## config.mk

```make
export PLATFORM = sky130hd
export DESIGN_NAME = second_order_lowpass_biquad
export DESIGN_NICKNAME = d
export VERILOG_FILES = /design/src/design/bqlp_pkg.sv /design/src/design/bqlp_div.sv /design/src/design/bqlp_seq.sv /design/src/design/bqlp_dp.sv /design/src/design/second_order_lowpass_biquad.sv
export SDC_FILE = /design/constraint.sdc
export NUM_CORES = 2
export LEC_CHECK = 0
export BUFFER_PORTS_ARGS = -buffer_cell sky130_fd_sc_hd__buf_2
export CAP_MARGIN = 20
export CORE_MARGIN = 5
export CORE_UTILIZATION = 65
export DETAILED_ROUTE_END_ITERATION = 6
export PLACE_DENSITY = 0.82
export SLEW_MARGIN = 20
export SYNTH_ARGS = -nofsm -noshare
export SYNTH_HDL_FRONTEND = slang
export SYNTH_SLANG_ARGS = --single-unit
```

## constraint.sdc

```tcl
create_clock -name clk -period 15.7 [get_ports clk]
set_input_delay 0.785 -clock clk [delete_from_list [all_inputs] [get_ports clk]]
set_output_delay 0.785 -clock clk [all_outputs]
set_load 0.005 [all_outputs]
```

## src/design/bqlp_pkg.sv

```systemverilog
// shared constants, control word layout and status types for the biquad low-pass
package bqlp_pkg;

  localparam int SAMPLE_WIDTH  = 32;
  localparam int COEF_WIDTH    = 32;
  localparam int COEF_FRAC     = COEF_WIDTH - 4;
  localparam int DELAY_WIDTH   = SAMPLE_WIDTH + 8;
  localparam int NUM_COEFS     = 5;
  localparam int CFG_IDX_WIDTH = 3;

  localparam int LO_BITS       = 16;
  localparam int HI_BITS       = DELAY_WIDTH - LO_BITS;
  localparam int PROD_WIDTH    = DELAY_WIDTH + COEF_WIDTH;
  localparam int TERM_WIDTH    = PROD_WIDTH - COEF_FRAC;
  localparam int ACC_WIDTH     = TERM_WIDTH + 2;

  localparam int DIV_NUM_WIDTH = SAMPLE_WIDTH + COEF_FRAC;
  localparam int DEN_WIDTH     = COEF_WIDTH + 2;
  localparam int DIV_CNT_WIDTH = $clog2(DIV_NUM_WIDTH);

  localparam int STEP_WIDTH    = 5;

  localparam logic [COEF_WIDTH-1:0] COEF_B0_RESET = COEF_WIDTH'(1) << COEF_FRAC;

  // coefficient register indexes
  localparam logic [CFG_IDX_WIDTH-1:0] CF_B0 = 3'd0;
  localparam logic [CFG_IDX_WIDTH-1:0] CF_B1 = 3'd1;
  localparam logic [CFG_IDX_WIDTH-1:0] CF_B2 = 3'd2;
  localparam logic [CFG_IDX_WIDTH-1:0] CF_A1 = 3'd3;
  localparam logic [CFG_IDX_WIDTH-1:0] CF_A2 = 3'd4;

  // sequencer ops
  localparam logic [2:0] SQ_NEXT     = 3'd0;
  localparam logic [2:0] SQ_WAIT_IN  = 3'd1;
  localparam logic [2:0] SQ_JNOP     = 3'd2;
  localparam logic [2:0] SQ_WAIT_DIV = 3'd3;
  localparam logic [2:0] SQ_WAIT_OUT = 3'd4;

  // multiplier ops
  localparam logic [1:0] MUL_NONE = 2'd0;
  localparam logic [1:0] MUL_LO   = 2'd1;
  localparam logic [1:0] MUL_HI   = 2'd2;

  // multiplier operand select
  localparam logic [1:0] OPND_D1 = 2'd0;
  localparam logic [1:0] OPND_D2 = 2'd1;
  localparam logic [1:0] OPND_W  = 2'd2;

  // accumulator ops
  localparam logic [2:0] ACC_NONE   = 3'd0;
  localparam logic [2:0] ACC_LOAD_X = 3'd1;
  localparam logic [2:0] ACC_SUB    = 3'd2;
  localparam logic [2:0] ACC_ADD    = 3'd3;
  localparam logic [2:0] ACC_LOAD   = 3'd4;

  // datapath actions
  localparam logic [2:0] ACT_NONE      = 3'd0;
  localparam logic [2:0] ACT_LOAD_IN   = 3'd1;
  localparam logic [2:0] ACT_DIV_START = 3'd2;
  localparam logic [2:0] ACT_PRELOAD   = 3'd3;
  localparam logic [2:0] ACT_W         = 3'd4;
  localparam logic [2:0] ACT_OUT       = 3'd5;

  typedef struct packed {
    logic [2:0]               seq_op;
    logic [STEP_WIDTH-1:0]    target;
    logic [1:0]               mul_op;
    logic [1:0]               opnd;
    logic [CFG_IDX_WIDTH-1:0] coef;
    logic [2:0]               acc_op;
    logic [2:0]               act;
  } ctrl_t;

  typedef struct packed {
    logic in_valid;
    logic op;
    logic div_busy;
    logic out_free;
  } stat_t;

endpackage

```

## src/design/bqlp_div.sv

```systemverilog
// restoring divider, one quotient bit per cycle, unsigned operands
module bqlp_div (
  input  logic                                  clk,
  input  logic                                  rst,
  input  logic                                  start,
  input  logic [bqlp_pkg::DIV_NUM_WIDTH-1:0]    num,
  input  logic [bqlp_pkg::DEN_WIDTH-1:0]        den,
  output logic                                  busy,
  output logic [bqlp_pkg::DIV_NUM_WIDTH-1:0]    quo
);
  import bqlp_pkg::*;

  logic [DEN_WIDTH-1:0]     rem;
  logic [DEN_WIDTH-1:0]     den_q;
  logic [DIV_CNT_WIDTH-1:0] cnt;
  logic [DEN_WIDTH:0]       rem_sh;
  logic [DEN_WIDTH:0]       diff;
  logic                     qbit;
  logic [DEN_WIDTH-1:0]     rem_next;

  always_comb begin
    rem_sh   = {rem, quo[DIV_NUM_WIDTH-1]};
    diff     = rem_sh - {1'b0, den_q};
    qbit     = rem_sh >= {1'b0, den_q};
    rem_next = qbit ? diff[DEN_WIDTH-1:0] : rem_sh[DEN_WIDTH-1:0];
  end

  always_ff @(posedge clk) begin
    if (rst) begin
      busy <= 1'b0;
    end else if (start) begin
      busy <= 1'b1;
    end else if (busy && cnt == '0) begin
      busy <= 1'b0;
    end
  end

  always_ff @(posedge clk) begin
    if (start) begin
      rem   <= '0;
      den_q <= den;
      quo   <= num;
      cnt   <= DIV_CNT_WIDTH'(DIV_NUM_WIDTH - 1);
    end else if (busy) begin
      rem <= rem_next;
      quo <= {quo[DIV_NUM_WIDTH-2:0], qbit};
      cnt <= cnt - 1'b1;
    end
  end

endmodule

```

## src/design/bqlp_seq.sv

```systemverilog
// step counter and microcode rom of the biquad control program
module bqlp_seq (
  input  logic            clk,
  input  logic            rst,
  input  bqlp_pkg::stat_t stat,
  output bqlp_pkg::ctrl_t ctrl,
  output logic            go,
  output logic            in_stall
);
  import bqlp_pkg::*;

  logic [STEP_WIDTH-1:0] step;
  logic [STEP_WIDTH-1:0] step_next;

  function automatic ctrl_t cw(input logic [2:0] sq, input logic [STEP_WIDTH-1:0] tgt,
                               input logic [1:0] mo, input logic [1:0] od,
                               input logic [CFG_IDX_WIDTH-1:0] cf,
                               input logic [2:0] ao, input logic [2:0] ac);
    ctrl_t c;
    c.seq_op = sq;
    c.target = tgt;
    c.mul_op = mo;
    c.opnd   = od;
    c.coef   = cf;
    c.acc_op = ao;
    c.act    = ac;
    return c;
  endfunction

  always_comb begin
    unique case (step)
      5'd0:  ctrl = cw(SQ_WAIT_IN,  5'd0, MUL_NONE, OPND_D1, CF_B0, ACC_NONE,   ACT_LOAD_IN);
      5'd1:  ctrl = cw(SQ_JNOP,     5'd5, MUL_NONE, OPND_D1, CF_B0, ACC_NONE,   ACT_NONE);
      5'd2:  ctrl = cw(SQ_NEXT,     5'd0, MUL_NONE, OPND_D1, CF_B0, ACC_NONE,   ACT_DIV_START);
      5'd3:  ctrl = cw(SQ_WAIT_DIV, 5'd0, MUL_NONE, OPND_D1, CF_B0, ACC_NONE,   ACT_NONE);
      5'd4:  ctrl = cw(SQ_NEXT,     5'd0, MUL_NONE, OPND_D1, CF_B0, ACC_NONE,   ACT_PRELOAD);
      5'd5:  ctrl = cw(SQ_NEXT,     5'd0, MUL_LO,   OPND_D1, CF_A1, ACC_LOAD_X, ACT_NONE);
      5'd6:  ctrl = cw(SQ_NEXT,     5'd0, MUL_HI,   OPND_D1, CF_A1, ACC_NONE,   ACT_NONE);
      5'd7:  ctrl = cw(SQ_NEXT,     5'd0, MUL_LO,   OPND_D2, CF_A2, ACC_SUB,    ACT_NONE);
      5'd8:  ctrl = cw(SQ_NEXT,     5'd0, MUL_HI,   OPND_D2, CF_A2, ACC_NONE,   ACT_NONE);
      5'd9:  ctrl = cw(SQ_NEXT,     5'd0, MUL_NONE, OPND_D1, CF_B0, ACC_SUB,    ACT_NONE);
      5'd10: ctrl = cw(SQ_NEXT,     5'd0, MUL_NONE, OPND_D1, CF_B0, ACC_NONE,   ACT_W);
      5'd11: ctrl = cw(SQ_NEXT,     5'd0, MUL_LO,   OPND_W,  CF_B0, ACC_NONE,   ACT_NONE);
      5'd12: ctrl = cw(SQ_NEXT,     5'd0, MUL_HI,   OPND_W,  CF_B0, ACC_NONE,   ACT_NONE);
      5'd13: ctrl = cw(SQ_NEXT,     5'd0, MUL_LO,   OPND_D1, CF_B1, ACC_LOAD,   ACT_NONE);
      5'd14: ctrl = cw(SQ_NEXT,     5'd0, MUL_HI,   OPND_D1, CF_B1, ACC_NONE,   ACT_NONE);
      5'd15: ctrl = cw(SQ_NEXT,     5'd0, MUL_LO,   OPND_D2, CF_B2, ACC_ADD,    ACT_NONE);
      5'd16: ctrl = cw(SQ_NEXT,     5'd0, MUL_HI,   OPND_D2, CF_B2, ACC_NONE,   ACT_NONE);
      5'd17: ctrl = cw(SQ_NEXT,     5'd0, MUL_NONE, OPND_D1, CF_B0, ACC_ADD,    ACT_NONE);
      5'd18: ctrl = cw(SQ_WAIT_OUT, 5'd0, MUL_NONE, OPND_D1, CF_B0, ACC_NONE,   ACT_OUT);
      default: ctrl = cw(SQ_WAIT_OUT, 5'd0, MUL_NONE, OPND_D1, CF_B0, ACC_NONE, ACT_NONE);
    endcase
  end

  always_comb begin
    unique case (ctrl.seq_op)
      SQ_WAIT_IN:  go = stat.in_valid;
      SQ_WAIT_DIV: go = !stat.div_busy;
      SQ_WAIT_OUT: go = stat.out_free;
      default:     go = 1'b1;
    endcase
  end

  assign in_stall = ctrl.seq_op != SQ_WAIT_IN;

  always_comb begin
    step_next = step;
    if (go) begin
      unique case (ctrl.seq_op)
        SQ_JNOP:     step_next = stat.op ? step + 1'b1 : ctrl.target;
        SQ_WAIT_OUT: step_next = ctrl.target;
        default:     step_next = step + 1'b1;
      endcase
    end
  end

  always_ff @(posedge clk) begin
    if (rst) begin
      step <= '0;
    end else begin
      step <= step_next;
    end
  end

endmodule

```

## src/design/bqlp_dp.sv

```systemverilog
// coefficient registers, delays, shared multiplier, accumulator and result register
module bqlp_dp (
  input  logic                                       clk,
  input  logic                                       rst,
  input  bqlp_pkg::ctrl_t                            ctrl,
  input  logic                                       go,
  input  logic                                       cfg_write,
  input  logic [bqlp_pkg::CFG_IDX_WIDTH-1:0]         cfg_index,
  input  logic [bqlp_pkg::COEF_WIDTH-1:0]            cfg_data,
  input  logic                                       op,
  input  logic signed [bqlp_pkg::SAMPLE_WIDTH-1:0]   sample_in,
  input  logic [bqlp_pkg::DIV_NUM_WIDTH-1:0]         div_quo,
  output logic                                       div_start,
  output logic [bqlp_pkg::DIV_NUM_WIDTH-1:0]         div_num,
  output logic [bqlp_pkg::DEN_WIDTH-1:0]             div_den,
  output logic                                       op_q,
  output logic signed [bqlp_pkg::SAMPLE_WIDTH-1:0]   filtered,
  output logic                                       clipped
);
  import bqlp_pkg::*;

  logic signed [COEF_WIDTH-1:0]   coef_q [NUM_COEFS];
  logic signed [SAMPLE_WIDTH-1:0] x_q;
  logic                           clip_q;
  logic signed [DELAY_WIDTH-1:0]  d1;
  logic signed [DELAY_WIDTH-1:0]  d2;
  logic signed [DELAY_WIDTH-1:0]  w;
  logic signed [PROD_WIDTH-1:0]   prod;
  logic signed [ACC_WIDTH-1:0]    acc;
  logic                           sum_zero_q;
  logic                           q_neg_q;

  logic signed [DELAY_WIDTH-1:0]         v;
  logic signed [COEF_WIDTH-1:0]          c;
  logic signed [LO_BITS:0]               v_lo;
  logic signed [HI_BITS-1:0]             v_hi;
  logic signed [LO_BITS+COEF_WIDTH:0]    lo_prod;
  logic signed [HI_BITS+COEF_WIDTH-1:0]  hi_prod;
  logic signed [PROD_WIDTH-1:0]          hi_ext;
  logic signed [PROD_WIDTH-1:0]          prod_sh;
  logic signed [TERM_WIDTH-1:0]          term;
  logic signed [DEN_WIDTH-1:0]           gain_sum;
  logic [SAMPLE_WIDTH-1:0]               x_mag;
  logic [ACC_WIDTH-DELAY_WIDTH:0]        w_top;
  logic                                  w_fits;
  logic [ACC_WIDTH-SAMPLE_WIDTH:0]       y_top;
  logic                                  y_fits;
  logic                                  pre_ovf;
  logic signed [DELAY_WIDTH-1:0]         pre_val;

  always_comb begin
    unique case (ctrl.opnd)
      OPND_D2: v = d2;
      OPND_W:  v = w;
      default: v = d1;
    endcase
    unique case (ctrl.coef)
      CF_B0:   c = coef_q[0];
      CF_B1:   c = coef_q[1];
      CF_B2:   c = coef_q[2];
      CF_A1:   c = coef_q[3];
      CF_A2:   c = coef_q[4];
      default: c = '0;
    endcase
    v_lo    = signed'({1'b0, v[LO_BITS-1:0]});
    v_hi    = v[DELAY_WIDTH-1:LO_BITS];
    lo_prod = v_lo * c;
    hi_prod = v_hi * c;
    hi_ext  = PROD_WIDTH'(hi_prod) <<< LO_BITS;
    prod_sh = prod >>> COEF_FRAC;
    term    = prod_sh[TERM_WIDTH-1:0];
  end

  // preload divider operands
  always_comb begin
    gain_sum  = DEN_WIDTH'(coef_q[0]) + DEN_WIDTH'(coef_q[1]) + DEN_WIDTH'(coef_q[2]);
    x_mag     = x_q[SAMPLE_WIDTH-1] ? SAMPLE_WIDTH'(-x_q) : SAMPLE_WIDTH'(x_q);
    div_num   = {x_mag, {COEF_FRAC{1'b0}}};
    div_den   = gain_sum[DEN_WIDTH-1] ? DEN_WIDTH'(-gain_sum) : DEN_WIDTH'(gain_sum);
    div_start = go && ctrl.act == ACT_DIV_START;
  end

  always_comb begin
    if (q_neg_q) begin
      pre_ovf = (|div_quo[DIV_NUM_WIDTH-1:DELAY_WIDTH])
                || (div_quo[DELAY_WIDTH-1] && (|div_quo[DELAY_WIDTH-2:0]));
      pre_val = pre_ovf ? {1'b1, {(DELAY_WIDTH-1){1'b0}}}
                        : DELAY_WIDTH'(-signed'(div_quo[DELAY_WIDTH-1:0]));
    end else begin
      pre_ovf = |div_quo[DIV_NUM_WIDTH-1:DELAY_WIDTH-1];
      pre_val = pre_ovf ? {1'b0, {(DELAY_WIDTH-1){1'b1}}}
                        : signed'(div_quo[DELAY_WIDTH-1:0]);
    end
  end

  always_comb begin
    w_top  = acc[ACC_WIDTH-1:DELAY_WIDTH-1];
    w_fits = (&w_top) || !(|w_top);
    y_top  = acc[ACC_WIDTH-1:SAMPLE_WIDTH-1];
    y_fits = (&y_top) || !(|y_top);
  end

  always_ff @(posedge clk) begin
    if (rst) begin
      coef_q[0] <= COEF_B0_RESET;
      coef_q[1] <= '0;
      coef_q[2] <= '0;
      coef_q[3] <= '0;
      coef_q[4] <= '0;
    end else if (cfg_write && cfg_index < CFG_IDX_WIDTH'(NUM_COEFS)) begin
      coef_q[cfg_index] <= cfg_data;
    end
  end

  always_ff @(posedge clk) begin
    if (rst) begin
      d1 <= '0;
      d2 <= '0;
    end else if (go && ctrl.act == ACT_PRELOAD) begin
      d1 <= sum_zero_q ? DELAY_WIDTH'(x_q) : pre_val;
      d2 <= sum_zero_q ? DELAY_WIDTH'(x_q) : pre_val;
    end else if (go && ctrl.act == ACT_OUT) begin
      d1 <= w;
      d2 <= d1;
    end
  end

  always_ff @(posedge clk) begin
    unique case (ctrl.mul_op)
      MUL_LO:  prod <= PROD_WIDTH'(lo_prod);
      MUL_HI:  prod <= prod + hi_ext;
      default: prod <= prod;
    endcase
    case (ctrl.acc_op)
      ACC_LOAD_X: acc <= ACC_WIDTH'(x_q);
      ACC_SUB:    acc <= acc - ACC_WIDTH'(term);
      ACC_ADD:    acc <= acc + ACC_WIDTH'(term);
      ACC_LOAD:   acc <= ACC_WIDTH'(term);
      default:    acc <= acc;
    endcase
    if (go) begin
      unique case (ctrl.act)
        ACT_LOAD_IN: begin
          x_q    <= sample_in;
          op_q   <= op;
          clip_q <= 1'b0;
        end
        ACT_DIV_START: begin
          sum_zero_q <= gain_sum == '0;
          q_neg_q    <= x_q[SAMPLE_WIDTH-1] ^ gain_sum[DEN_WIDTH-1];
        end
        ACT_PRELOAD: begin
          if (!sum_zero_q && pre_ovf) begin
            clip_q <= 1'b1;
          end
        end
        ACT_W: begin
          w <= w_fits ? acc[DELAY_WIDTH-1:0] : DELAY_WIDTH'(x_q);
          if (!w_fits) begin
            clip_q <= 1'b1;
          end
        end
        ACT_OUT: begin
          if (y_fits) begin
            filtered <= acc[SAMPLE_WIDTH-1:0];
          end else begin
            filtered <= acc[ACC_WIDTH-1] ? {1'b1, {(SAMPLE_WIDTH-1){1'b0}}}
                                         : {1'b0, {(SAMPLE_WIDTH-1){1'b1}}};
          end
          clipped <= clip_q || !y_fits;
        end
        default: begin
        end
      endcase
    end
  end

endmodule

```

## src/design/second_order_lowpass_biquad.sv

```systemverilog
// top level of the direct form II biquad low-pass filter
// op 0 runs 16 control steps, and a new input is taken only once the previous one has run all of its steps
// op 1 adds a bit-serial division for the delay preload plus 3 control steps
// the result register lets the next input be taken while a result waits
// reset: synchronous; coefficients go to pass-through, delays clear, no result pending
module second_order_lowpass_biquad (
  input  logic                                      clk,
  input  logic                                      rst,
  input  logic                                      in_valid,
  output logic                                      in_stall,
  input  logic                                      op,
  input  logic signed [bqlp_pkg::SAMPLE_WIDTH-1:0]  sample_in,
  output logic                                      out_valid,
  input  logic                                      out_stall,
  output logic signed [bqlp_pkg::SAMPLE_WIDTH-1:0]  filtered,
  output logic                                      clipped,
  input  logic                                      cfg_write,
  input  logic [bqlp_pkg::CFG_IDX_WIDTH-1:0]        cfg_index,
  input  logic [bqlp_pkg::COEF_WIDTH-1:0]           cfg_data
);
  import bqlp_pkg::*;

  ctrl_t                     ctrl;
  stat_t                     stat;
  logic                      go;
  logic                      op_q;
  logic                      div_start;
  logic                      div_busy;
  logic [DIV_NUM_WIDTH-1:0]  div_num;
  logic [DEN_WIDTH-1:0]      div_den;
  logic [DIV_NUM_WIDTH-1:0]  div_quo;

  always_comb begin
    stat.in_valid = in_valid;
    stat.op       = op_q;
    stat.div_busy = div_busy;
    stat.out_free = !out_valid || !out_stall;
  end

  bqlp_seq u_seq (
    .clk      (clk),
    .rst      (rst),
    .stat     (stat),
    .ctrl     (ctrl),
    .go       (go),
    .in_stall (in_stall)
  );

  bqlp_div u_div (
    .clk   (clk),
    .rst   (rst),
    .start (div_start),
    .num   (div_num),
    .den   (div_den),
    .busy  (div_busy),
    .quo   (div_quo)
  );

  bqlp_dp u_dp (
    .clk       (clk),
    .rst       (rst),
    .ctrl      (ctrl),
    .go        (go),
    .cfg_write (cfg_write),
    .cfg_index (cfg_index),
    .cfg_data  (cfg_data),
    .op        (op),
    .sample_in (sample_in),
    .div_quo   (div_quo),
    .div_start (div_start),
    .div_num   (div_num),
    .div_den   (div_den),
    .op_q      (op_q),
    .filtered  (filtered),
    .clipped   (clipped)
  );

  always_ff @(posedge clk) begin
    if (rst) begin
      out_valid <= 1'b0;
    end else if (go && ctrl.act == ACT_OUT) begin
      out_valid <= 1'b1;
    end else if (!out_stall) begin
      out_valid <= 1'b0;
    end
  end

endmodule

```

==> summary.md <==
The run finished with clean final reports. Part of the cycle the worst path needs: 0.765. The via density per instance works out to 6.38. The first detailed-routing pass took 7 iterations. The fraction of registers with async set or reset after synthesis came out at 0. The first routing iteration left 7344 violations.

The tools report the element type at the critical path end as a register. Clock tree synthesis inserted a total of 61 buffers. The global routing usage on met1 was 0.496. In the post-synthesis netlist, the biggest area contributors are sky130_fd_sc_hd__fa_1 (32%), sky130_fd_sc_hd__edfxtp_1 (16%), sky130_fd_sc_hd__ha_1 (6.9%). The run gives 9500 as the number of fillers in the final layout. The run gives 16080 ps as the required time of the worst setup path.

The post-cts sizing count is 0. Summed over all instances, the cell type with the most area after synthesis is sky130_fd_sc_hd__fa_1. Entering global routing, the biggest net connects 102 pins. The first global-routing pass estimated 395000 µm of wire. The tools report the number of global-route vias before repair as 68217. Based on the critical path, the design can be clocked at up to 0.0833 GHz. Routability-driven placement finished with a final weighted congestion of 1.01.

STA puts the critical path data arrival time at 12390 ps. Dividing the detail-routed wire length by the instance count gives 24.3 µm. Wires add up to 255000 µm. During I/O placement, the number of pins put on the boundary was 108. Ranked by instance count, the synthesized netlist is headed by sky130_fd_sc_hd__inv_1 (1439), sky130_fd_sc_hd__fa_1 (1306), sky130_fd_sc_hd__nand2_1 (1079).

The die covers 132000 µm². The tree built by TritonCTS fans out to 609 sinks. For this run, design rule violations remaining after detail routing come to 0. The number of cells in the design after placement is 10381, and the vertical die dimension is 364 µm. The synthesized netlist contains 95 unique library cells. The mean area per synthesized cell was 9.12 µm²; the net count after synthesis was 10745.

The overall via count from detail_route was 67047. Most used cell along the critical path: sky130_fd_sc_hd__fa_1. The total setup buffers inserted after CTS was 0. TritonCTS built the clock tree. Setup repair after global routing left no endpoint under its margin.

The number of antenna violations at the first check in global routing was 8. In this run the most used layer during global routing was met2. In this run the worst path has a maximum fanout of 50. Clock-pin slew was measured on the worst setup and hold paths at 60 ps. The later pin in the worst-skew pair is clocked with a latency of 670 ps. The H-tree was split into 2 levels. The fraction of post-synthesis cell area in the top cell type by area came out at 0.321. The number of synthesized flops with an enable pin came out at 437. Remaining antenna violation count after routing: 0. The count of input and output buffers came out at 107.

The effective utilization at floorplan is 0.656. The logs give 0.592 for the global routing usage on met2 and 0 for the hold-fix buffer count after cts. The tools report the library cell used as clock root buffer as sky130_fd_sc_hd__clkbuf_16. The logs give 0 for the overall overflow remaining after global route and 0.389 for the aggregate global-route resource usage.

The floorplan step defined a core boundary enclosing 124000 µm². For the count of endpoints failing hold in the final timing report, the log shows 0. The cell type of the slowest stage on the worst timing path is sky130_fd_sc_hd__o21ai_0.

Clock skew on the completed layout was measured at 44.7 ps. Once layout is complete, the cells apart from fillers number 10503. Summed over all failing endpoints, the final setup total negative slack is 0 ps. The min-delay analysis places its worst path in the category input pin to register. The worst setup path is of the register to register kind. The largest single stage delay on the critical path is 730 ps. The share of layout cells above drive strength 1 was 0.0612; the post-synthesis instance total was 8916. Synthesis inferred 609 register bits. The tools report the number of nets in the layout as 10636. Among all flip-flop cells after synthesis, the most frequent one is sky130_fd_sc_hd__edfxtp_1. The number of pins exceeding their max-slew limit in the final report was 0.

The relative slew slack was 0.185. The run gives 0 as the number of maximum-capacitance constraint violations. Kind of start point of the critical path: a register. The number of placement rows was 129. Compared with the post-synthesis result, the final layout area differs by 5.73%. The horizontal extent of the die is 364 µm. At the pin with the least slew margin, the transition time is 1210 ps. Detailed placement ended at an HPWL of 193000 µm. The tools report the global-route met3 utilization as 0.113.

The register area share after synthesis came out at 0.204. Counting along the longest clock path gives a buffer depth of 3. The number of warnings reported in the yosys synthesis log was 0; the final critical delay including setup and external delays was 12010 ps.

Setup violations remaining at the end of the flow were counted as 0. After synthesis the cells add up to 81300 µm². By instance count, the leading cell after synthesis is sky130_fd_sc_hd__inv_1.
==> per-layer routing <==
metal / vias to the layer above / part of all wire
li1: 28622 / -
met4: 2 / 0.078
met1: 33067 / 0.36
met2: 4285 / 0.44
met3: 1071 / 0.13
met5: - / 0.000043
==> cells by family (layout without fill, tap and decap cells) <==
group           count (synthesis)  count (layout)  share of synthesized area
buf+inv                      1880            1821                     0.0869
compound gates               1528            1528                      0.122
flops                         609             609                      0.204
other cells                     0               9                          0
mux                           107             107                     0.0136
simple gates                 2708            2708                      0.148
xor+xnor                      328             328                     0.0353
fa+ha+maj                    1756            1756                      0.391
==> area by class of cell <==
type	instances	area [µm²]	area share
diodes	9	22.5	0.000262
clock buffers	74	1630	0.0189
clock inverters	39	378	0.00439
inverters	1442	5410	0.0629
multi-input cells	6427	58200	0.677
flip-flops and latches	609	16600	0.193
well taps	1637	2050	0.0238
repair buffers	266	1730	0.0201
==> state kept, by name (all words and copies together) (netlist names) <==
signal,flops
u_dp.op_q,1
u_div.rem,34
u_dp.clip_q,1
u_div.cnt,6
u_dp.filtered,32
u_dp.acc,46
u_div.busy,1
u_seq.ctrl,17
u_dp.d1,40
u_dp.sum_zero_q,1
u_dp.x_q,32
u_dp.prod,56
out_valid,1
u_dp.d2,40
u_dp.coef_q,160
u_dp.clipped,1
u_div.den_q,34
u_dp.w,40
u_div.quo,60
u_dp.q_neg_q,1
u_seq.step,5
==> metrics by stage <==
stage / worst slack, ps / hold WS, ps / util / cell area, µm²
finish: 3690 / 307 / 0.694 / 86000
global route: 3210 / 289 / 0.694 / 86000
CTS: 3900 / 290 / 0.694 / 86000
detailed placement: 3980 / 471 / 0.677 / 84000
global placement: 4170 / 461 / 0.677 / 84000
floorplan: 5240 / 448 / - / 81300
==> layout by cell type (no fill, tap or decap), drive strengths merged, types with 74 or more instances in the layout <==
master	synthesis	layout
a211oi	105	105
nor2	878	878
ha	450	450
buf	36	266
nand3	94	94
clkbuf	402	74
a21oi	361	361
nor3	95	95
o21ai	374	374
dfxtp	172	172
xor2	132	132
fa	1306	1306
xnor2	196	196
and2	211	211
inv	1440	1446
a21o	128	128
nand2	1079	1079
mux2i	78	78
o21a	94	94
edfxtp	437	437
==> worst max-delay path: cells and delay by family, from the launching register on <==
kind | cells | cell delay, ps
buf+inv | 8 | 1870
flops | 1 | 320
mux | 1 | 120
simple gates | 6 | 1350
fa+ha+maj | 9 | 4270
xor+xnor | 1 | 230
compound gates | 14 | 3480
==> path summary, 6_finish.rpt <==
path,startpoint,end,slack (ps),depth (start not counted)
max,u_seq.ctrl[7]$_DFF_P_,u_dp.prod[69]$_DFFE_PP_,3690,39
min,sample_in[4],u_dp.x_q[4]$_DFFE_PP_,310,1
max reg2reg,u_seq.ctrl[7]$_DFF_P_,u_dp.prod[69]$_DFFE_PP_,3690,39
min reg2reg,u_dp.d1[2]$_SDFFE_PP0P_,u_dp.d2[2]$_SDFFE_PP0P_,480,2
Power is not shown: default switching activity piles up to over one toggle a cycle in this logic, so the estimate is an artifact.
